`config.mk`:
```
export PLATFORM = sky130hd
export DESIGN_NAME = rsa_control
export DESIGN_NICKNAME = d
export VERILOG_FILES = /design/src/rtl/rsa_pkg.sv /design/src/rtl/rsa_control.sv
export SDC_FILE = /design/constraint.sdc
export NUM_CORES = 1
export LEC_CHECK = 0
export BUFFER_PORTS_ARGS = -buffer_cell sky130_fd_sc_hd__buf_2
export CAP_MARGIN = 20
export CORE_ASPECT_RATIO = 1.25
export CORE_MARGIN = 2
export CORE_UTILIZATION = 45
export CTS_BUF_LIST = sky130_fd_sc_hd__clkbuf_16
export CTS_CLUSTER_SIZE = 25
export DETAILED_ROUTE_END_ITERATION = 8
export PLACE_DENSITY_LB_ADDON = 0.08
export SLEW_MARGIN = 0
export SYNTH_ARGS = -nofsm -noshare
export SYNTH_HDL_FRONTEND = slang
export SYNTH_SLANG_ARGS = --single-unit
export TNS_END_PERCENT = 5
```
`constraint.sdc`:
```
create_clock -name clk -period 2.14 [get_ports clk]
set_clock_uncertainty 0.1 [all_clocks]
set_input_delay 0 -clock clk [delete_from_list [all_inputs] [get_ports clk]]
set_output_delay 0 -clock clk [all_outputs]
set_load 0.02 [all_outputs]
```
`src/rtl/rsa_pkg.sv`:
```
// ----------------------------------------------------------------------------
// rsa_pkg
// Shared types and constants of the RPN stack engine.
// ----------------------------------------------------------------------------
package rsa_pkg;

	localparam int unsigned STACK_DEPTH = 128;
	localparam int unsigned SP_W = $clog2(STACK_DEPTH + 1);
	localparam int unsigned ADDR_W = $clog2(STACK_DEPTH);
	localparam int unsigned DEPTH_OUT_W = 8;

	localparam logic [63:0] SMAX = 64'h7FFF_FFFF_FFFF_FFFF;
	localparam logic [63:0] SMIN = 64'h8000_0000_0000_0000;

	localparam logic [3:0] CMD_PUSH  = 4'd0;
	localparam logic [3:0] CMD_ADD   = 4'd1;
	localparam logic [3:0] CMD_SUB   = 4'd2;
	localparam logic [3:0] CMD_MUL   = 4'd3;
	localparam logic [3:0] CMD_DIV   = 4'd4;
	localparam logic [3:0] CMD_MOD   = 4'd5;
	localparam logic [3:0] CMD_PEEK  = 4'd6;
	localparam logic [3:0] CMD_DUP   = 4'd7;
	localparam logic [3:0] CMD_SWAP  = 4'd8;
	localparam logic [3:0] CMD_CLEAR = 4'd9;
	localparam logic [3:0] CMD_POP   = 4'd10;

	typedef enum logic [3:0] {
		ST_IDLE,
		ST_RD1,
		ST_RD2,
		ST_WAIT,
		ST_OP,
		ST_ALU,
		ST_MUL,
		ST_DIV,
		ST_WR1,
		ST_WR2,
		ST_DONE
	} state_t;

	// Controller to datapath.
	typedef struct packed {
		logic       load_cmd;   // capture the request
		logic       pop_y;      // pop into y
		logic       pop_x;      // pop into x
		logic       latch_y;    // take read data into y
		logic       latch_x;    // take read data into x
		logic       peek;       // read top without popping
		logic       latch_show;
		logic       mul_start;
		logic       div_start;
		logic       latch_alu;  // compute add/sub/mod-free results
		logic       push_r;     // push result register
		logic       push_x;
		logic       push_y;
		logic       clear_sp;
		logic       set_dz;
		logic       out_load;
	} ctl_t;

	// Datapath to controller.
	typedef struct packed {
		logic       y_zero;
		logic       mul_done;
		logic       div_done;
		logic       out_full;
		logic       sp_empty;
	} sts_t;

endpackage

```
`src/rtl/rsa_control.sv`:
```
// ----------------------------------------------------------------------------
// rsa_control
// Sequencer that pops operands, starts the arithmetic units, pushes results
// and loads the output register for each request.
// ----------------------------------------------------------------------------
module rsa_control import rsa_pkg::*; (
	input  logic       clk,
	input  logic       arst_n,
	input  logic       in_fire,
	input  logic [3:0] cmd_r,
	input  sts_t       sts,
	output ctl_t       ctl,
	output logic       idle
);

	state_t state_q, state_d;
	logic   two_ops;
	logic   pop_second;
	logic   sts_empty_prev;
	logic   op_q;

	// Commands that pop y then x. Swap pops into x first, then y.
	assign two_ops = cmd_r == CMD_ADD || cmd_r == CMD_SUB || cmd_r == CMD_MUL
		|| cmd_r == CMD_DIV || cmd_r == CMD_MOD || cmd_r == CMD_SWAP;

	always_ff @(posedge clk or negedge arst_n) begin
		if (!arst_n) state_q <= ST_IDLE;
		else state_q <= state_d;
	end

	assign pop_second = two_ops;

	always_comb begin
		state_d = state_q;
		unique case (state_q)
			ST_IDLE: if (in_fire) state_d = ST_RD1;
			ST_RD1: begin
				unique case (cmd_r) inside
					CMD_PUSH: state_d = ST_WR1;
					CMD_CLEAR: state_d = ST_DONE;
					CMD_ADD, CMD_SUB, CMD_MUL, CMD_DIV, CMD_MOD, CMD_PEEK, CMD_DUP,
					CMD_SWAP, CMD_POP: state_d = ST_WAIT;
					default: state_d = ST_DONE;
				endcase
			end
			ST_WAIT: begin
				if (cmd_r == CMD_PEEK || cmd_r == CMD_POP) state_d = ST_DONE;
				else if (cmd_r == CMD_DUP) state_d = ST_WR1;
				else state_d = ST_RD2;
			end
			ST_RD2: begin
				// Zero divisor: stop before popping the dividend.
				if ((cmd_r == CMD_DIV || cmd_r == CMD_MOD) && sts.y_zero) state_d = ST_DONE;
				else if (pop_second) state_d = ST_OP;
				else state_d = ST_DONE;
			end
			ST_OP: begin
				unique case (cmd_r) inside
					CMD_ADD, CMD_SUB: state_d = ST_ALU;
					CMD_MUL: state_d = ST_MUL;
					CMD_DIV, CMD_MOD: state_d = ST_DIV;
					default: state_d = ST_WR1;
				endcase
			end
			ST_ALU: state_d = ST_WR1;
			ST_MUL: if (sts.mul_done) state_d = ST_WR1;
			ST_DIV: if (sts.div_done) state_d = ST_WR1;
			ST_WR1: begin
				if (cmd_r == CMD_DUP || cmd_r == CMD_SWAP) state_d = ST_WR2;
				else state_d = ST_DONE;
			end
			ST_WR2: state_d = ST_DONE;
			ST_DONE: if (!sts.out_full) state_d = ST_IDLE;
			default: state_d = ST_IDLE;
		endcase
	end

	logic rd2_pop;
	assign rd2_pop = !((cmd_r == CMD_DIV || cmd_r == CMD_MOD) && sts.y_zero);

	always_comb begin
		ctl = '0;
		idle = 1'b0;
		unique case (state_q)
			ST_IDLE: begin
				idle = 1'b1;
				ctl.load_cmd = in_fire;
			end
			ST_RD1: begin
				// First pop: y for arithmetic, x for dup and swap, top for show.
				ctl.peek = cmd_r == CMD_PEEK;
				ctl.pop_y = cmd_r == CMD_ADD || cmd_r == CMD_SUB || cmd_r == CMD_MUL
					|| cmd_r == CMD_DIV || cmd_r == CMD_MOD || cmd_r == CMD_POP;
				ctl.pop_x = cmd_r == CMD_DUP || cmd_r == CMD_SWAP;
				ctl.clear_sp = cmd_r == CMD_CLEAR;
			end
			ST_WAIT: begin
				// Read data of the first pop arrives; an empty read stays zero.
				ctl.latch_y = !sts_empty_prev && (cmd_r != CMD_DUP && cmd_r != CMD_SWAP
					&& cmd_r != CMD_PEEK && cmd_r != CMD_POP);
				ctl.latch_x = !sts_empty_prev && (cmd_r == CMD_DUP || cmd_r == CMD_SWAP);
				ctl.latch_show = (cmd_r == CMD_POP) || (!sts_empty_prev && cmd_r == CMD_PEEK);
				ctl.push_x = 1'b0;
			end
			ST_RD2: begin
				ctl.set_dz = !rd2_pop;
				ctl.pop_x = rd2_pop && cmd_r != CMD_SWAP;
				ctl.pop_y = rd2_pop && cmd_r == CMD_SWAP;
			end
			ST_OP: begin
				ctl.latch_x = !sts_empty_prev && cmd_r != CMD_SWAP;
				ctl.latch_y = !sts_empty_prev && cmd_r == CMD_SWAP;
			end
			ST_ALU: ctl.latch_alu = 1'b1;
			ST_MUL: ;
			ST_DIV: ;
			ST_WR1: begin
				ctl.push_r = cmd_r == CMD_PUSH || cmd_r == CMD_ADD || cmd_r == CMD_SUB
					|| cmd_r == CMD_MUL || cmd_r == CMD_DIV || cmd_r == CMD_MOD;
				ctl.push_x = cmd_r == CMD_DUP || cmd_r == CMD_SWAP;
			end
			ST_WR2: begin
				ctl.push_x = cmd_r == CMD_DUP;
				ctl.push_y = cmd_r == CMD_SWAP;
			end
			ST_DONE: ctl.out_load = !sts.out_full;
			default: ;
		endcase
		// Units start in the first cycle of their wait states, once both operands
		// are in their registers.
		ctl.mul_start = op_q && cmd_r == CMD_MUL;
		ctl.div_start = op_q && (cmd_r == CMD_DIV || cmd_r == CMD_MOD);
	end

	// Stack-empty at the time of the previous pop: a popped operand is valid only
	// when the stack was not empty.
	always_ff @(posedge clk or negedge arst_n) begin
		if (!arst_n) sts_empty_prev <= 1'b1;
		else sts_empty_prev <= sts.sp_empty;
	end

	// Unit starts are registered from the operand-latch state.
	always_ff @(posedge clk or negedge arst_n) begin
		if (!arst_n) op_q <= 1'b0;
		else op_q <= state_q == ST_OP;
	end

	a_load_idle: assert property (@(posedge clk) disable iff (!arst_n)
		ctl.load_cmd |-> state_q == ST_IDLE) else $error("load outside idle");
	a_done_next: assert property (@(posedge clk) disable iff (!arst_n)
		(state_q == ST_DONE && !sts.out_full) |=> state_q == ST_IDLE)
		else $error("done did not return to idle");
	a_one_push: assert property (@(posedge clk) disable iff (!arst_n)
		$countones({ctl.push_r, ctl.push_x, ctl.push_y}) <= 1)
		else $error("multiple push sources");

endmodule

```
# Word-level counts from Yosys, hierarchy flattened

Index checks and enable logic that the tools add are counted.

Multiply operators: 0
Bitwise operators: 0
Reductions and logical operators: 37
Magnitude comparators: 0
Multiplexer cells: 25
Divide/modulo/power cells: 0
Shift operators: 0
Equal/unequal tests: 28
Add/sub/neg operators: 0

Operators with widths:

| cell               | count |
|---|---|
| $pmux 4 s11        | 1 |
| $eq 4x3->1 const B | 8 |
| $mux 4             | 8 |
| $eq 4x4->1 const B | 6 |
| $eq 4x2->1 const B | 4 |
| $logic_or 1x1->1   | 15 |
| $logic_and 1x1->1  | 13 |
| $pmux 4 s3         | 1 |
| $mux 1             | 10 |
| $reduce_or 9->1    | 1 |
| $eq 4x1->1 const B | 2 |
| $logic_not 4->1    | 2 |
| $ne 2x2->1 const B | 4 |
| $ne 4x3->1 const B | 2 |
| $ne 4x4->1 const B | 2 |
| $pmux 2 s2         | 2 |
| $pmux 4 s2         | 1 |
| $reduce_and 4->1   | 1 |
| $reduce_or 2->1    | 2 |
| $logic_not 1->1    | 3 |
| $mux 2             | 1 |
| $pmux 1 s2         | 1 |

Output and inout bits: 17
RAM bits: 0
ROM bits: 0
Input port bits: 12
Register bits: 6
Memories kept: 0
Logic and storage cells: 93
Latch bits: 0

# Logic depth before layout (Yosys ltp)

Depth after elaboration: 9
Depth in mapped cells: 7
Gate-level depth less buffers: 5

# Least setup slack after synthesis

No wires, ideal clock.

Kind: flip-flop to output port
Start point: register state_q[1]
End point: output ctl[1] (netlist bit)
Arrival time: 1748 ps
Path buffers: 2
Cell stages (with the launch flop): 6
Setup slack: 292 ps
Required time: 2040 ps
Path through: dfrtp_1 -> buf_2 -> buf_1 -> nor2b_1 -> nand2_1 -> nor4_1

RTL lines:

| what                   | RTL line          | text |
|---|---|---|
| from (decl)            | rsa_control.sv:16 | `state_t state_q, state_d;` |
| from (signal assigned) | rsa_control.sv:28 | `else state_q <= state_d;` |
| to (decl)              | rsa_control.sv:12 | `output ctl_t ctl,` |

==> tab_implementation.tex <==
\begin{tabular}{lr}
\hline
Metric & Value \\
\hline
\multicolumn{2}{l}{\textbf{Place}} \\
Post-detail-place hpwl & 1940 microns \\
Port bufs & 28 \\
Placed cell areas & 956 sq um \\
Post-placement worst setup slack & 275 ps \\
Routability-driven placement congestion ratio & 0.854 \\
\multicolumn{2}{l}{\textbf{Critical path}} \\
Maximum cell stage delay along the critical path & 700 ps \\
End of the critical path & ctl[1] \\
Critical path startpoint category & register \\
Crit-path leading delay family & simple AND/OR/NAND/NOR gates \\
Sum of buffers and inverters on the critical path & 1 \\
Reg2Reg Capture Point & state\_q[3] \\
Data arrival time of the worst path & 1890 ps \\
Critical path startpoint & state\_q[1] \\
Kind of critical path & register to output pin \\
Largest fanout of any net on the critical path & 19 \\
CP Capture Type & output pin \\
Reg-to-reg critical path startpoint & state\_q[3] \\
Worst path required time & 2040 ps \\
Slowest stage cell on the critical path & dfrtp\_1 \\
Internal reg-to-reg setup slack & 230 ps \\
R2r worst-path depth & 5 \\
Worst path cell trace & nor2b\_1, nand2\_1, nor4\_1, buf\_2 \\
Depth of the critical timing path with buffers and inverters included & 4 \\
\multicolumn{2}{l}{\textbf{STA}} \\
Setup repair after global routing missed its margin & false \\
Final TNS setup & 0 ps \\
Final period demand of the worst path & $\sim$2000 ps \\
Worst slew margin & 61.7\% \\
Smallest hold slack & 26.4 ps \\
Pins Over Slew Limit & 0 \\
Total setup violations reported at the end of the flow & 0 \\
Worst-Margin Slew & 574 ps \\
Achievable Freq & 502 MHz \\
Worst Setup Slack, final & 147 ps \\
Fin. Hold Viols & 0 \\
Tcrit/Tclk final & 93.1\% \\
\multicolumn{2}{l}{\textbf{Detailed routing}} \\
Total Routed Length & 2640 microns \\
Number of design-rule violations left by the first detailed-router iteration & 39 \\
Post-route antenna net violation count & 0 \\
Ratio of routed vias to standard cells & just over 6 \\
Via count & 1,057 \\
Number of DRC violations after detailed routing & 0 \\
First-pass DRT Iterations & 4 \\
Detail-routed net length per standard cell & 15.4 microns \\
\multicolumn{2}{l}{\textbf{Synthesis}} \\
Cell types occupying the most area after synthesis & dfrtp\_1 (15\%), nor2\_1 (6.6\%), nand2\_1 (5.7\%) \\
Async SR Flop Fraction & 100\% \\
Yosys reg bits & 6 \\
Leading area contributor after synthesis & dfrtp\_1 \\
Avg Inst Size Synth & 6.54 sq um \\
Most instantiated flip-flop cell in the synthesis netlist & dfrtp\_1 \\
Number of cells produced by synthesis & 130 \\
Post-synthesis instance area & about 850 sq um \\
Part of the Yosys area used for sequential elements & $\sim$18\% \\
Post-synth top area share & about 15\% \\
Number of flops mapped to enable cells by yosys & 0 \\
Number of warnings issued by yosys & 0 \\
Synthesized netlist net count & 142 \\
Unique cell type count in the Yosys netlist & 45 \\
\multicolumn{2}{l}{\textbf{Clock tree}} \\
Number of sinks on the clock net & 6 \\
Clock insertion delay at the later pin of the skew report & 230 ps \\
CTS H-Tree Depth & 1 \\
Clock tree from TritonCTS & done \\
Root buf cell & clkbuf\_16 \\
CTS clock-pin slew for the worst setup and hold paths & 40 ps \\
Number of clock buffers inserted by TritonCTS & 3 \\
Number of post-CTS setup repair buffers & 0 \\
Number of buffers between clock root and the deepest sink & 2 \\
\multicolumn{2}{l}{\textbf{Die}} \\
I/O pin cnt & 29 \\
Starting utilization of the core area & 48.2\% \\
Die Y & 52.6 microns \\
Count of standard-cell rows & 17 \\
Area of the core & 1770 sq um \\
Die X-Extent & about 43 microns \\
Total Die Area & approximately 2300 sq um \\
\multicolumn{2}{l}{\textbf{Final layout}} \\
P\&R area growth vs syn & 25.6\% \\
Total non-filler cell area in the finished layout & 1070 sq um \\
Core utilization of the finished layout & 60.5\% \\
Number of antenna diodes & 0 \\
Number of filler cells placed in the layout & between 150 and 200 \\
Final-stage net count & $\sim$170 \\
Most common library cell in the layout ignoring fill and taps & buf\_2 \\
Ratio of cells with drive above 1 in the final layout & 23.7\% \\
Highest-count cells in the layout ignoring fill and taps & buf\_2 (28), nor2\_1 (14), nand2\_1 (13) \\
\multicolumn{2}{l}{\textbf{GRT}} \\
Remaining global-route overflow & 0 \\
Vias in the first global route & between 900 and 1,000 \\
Largest net degree at the start of global routing & 23 \\
Antenna violations before repair & 0 \\
Overall fraction of global-route tracks in use & around a quarter \\
Wire length of the first global-routing pass & 4420 microns \\
\multicolumn{2}{l}{\textbf{Pwr}} \\
Maximum ir drop on the vdd rail & 0.000757 V \\
Pwr Density & 1080 nW/um\^{}2 \\
P\_leak & about 0.49 nW \\
\multicolumn{2}{l}{\textbf{Run}} \\
Reported max-cap violation count & 0 \\
\multicolumn{2}{l}{\textbf{Min path}} \\
Class of the tightest hold or removal check & input pin to async pin \\
\multicolumn{2}{l}{\textbf{Outcome}} \\
Result of the run & complete, no violations \\
\hline
\end{tabular}
[routing by layer]
metal | vias up | wire length [microns] | part of all wire (%) | track usage, %
li1 | 519 | - | - | -
met1 | 500 | 1190 | 45 | 34.7
met2 | 32 | 1290 | 49 | 41.4
met3 | 6 | 103 | 3.9 | 4.48
met4 | 0 | 61 | 2.3 | 10.9
met5 | - | 0 | 0 | 0
[registers in the layout, indices dropped and copies added (netlist names)]
| signal | cells |
|---|---|
| state_q | 4 |
| sts_empty_prev | 1 |
| op_q | 1 |
[power breakdown]
| part | internal [W] | switching [W] |
|---|---|---|
| combinational | 0.000222 | 0.000330 |
| clock | 0.000243 | 0.0000707 |
| sequential | 0.000151 | 0.000133 |
| total | 0.000616 | 0.000533 |
[through the flow]
stage,cells,total power [W]
2_1_floorplan,130,0.000686
3_3_place_gp,164,0.000805
3_5_place_dp,164,0.000814
4_1_cts,171,0.00113
5_1_grt,171,0.00123
6_report,171,0.00115
[cells by family after synthesis]
kind of cell / share of synthesized area (%)
compound gates: 28.1
xor+xnor: 1.03
buf+inv: 9.56
flops: 17.8
mux: 2.35
simple gates: 41.2
[how the worst min path moves through the flow]
stage	to	cells after the start
2_1_floorplan	op_q	0
3_3_place_gp	op_q	1
3_5_place_dp	op_q	1
4_1_cts	state_q[3]	2
5_1_grt	state_q[3]	2
6_report	state_q[3]	2
[synthesized netlist by cell type (all sizes together), types with 2 or more instances]
cell and instances:
nor2 15, nand2 13, o21ai 8, a21oi 7, buf 7, nand2b 7, clkbuf 6, inv 6
nor3 6, dfrtp 5, nand3 5, a31oi 3, and3 3, nor2b 3, nor4b 3, o31ai 3
a311oi 2, mux2i 2, nor4 2, o22ai 2
[what timing repair did]
item / in CTS / in global routing
hold buffers: 3 / 0
hold endpoints to repair: 8 / 0
resized for setup: 0 / 2
setup endpoints to repair: 0 / 1
[worst register-to-register path: cells and delay by family, from the launching register on]
family | cells | cell delay (ps)
and+or+nand+nor | 3 | 610
DFF | 1 | 590
AOI/OAI and AO/OA | 2 | 470
[cell type report]
type | count | area [sq um] | share of cell area, %
Timing Repair Buffer | 31 | 170 | 15.9
Sequential cell | 6 | 153 | 14.3
Inverter | 6 | 22.5 | 2.11
Tap cell | 19 | 23.8 | 2.22
Multi-Input combinational cell | 105 | 621 | 58.1
Clock inverter | 1 | 3.75 | 0.351
Clock buffer | 3 | 75.1 | 7.03
Power figures use the tool's default switching activity.
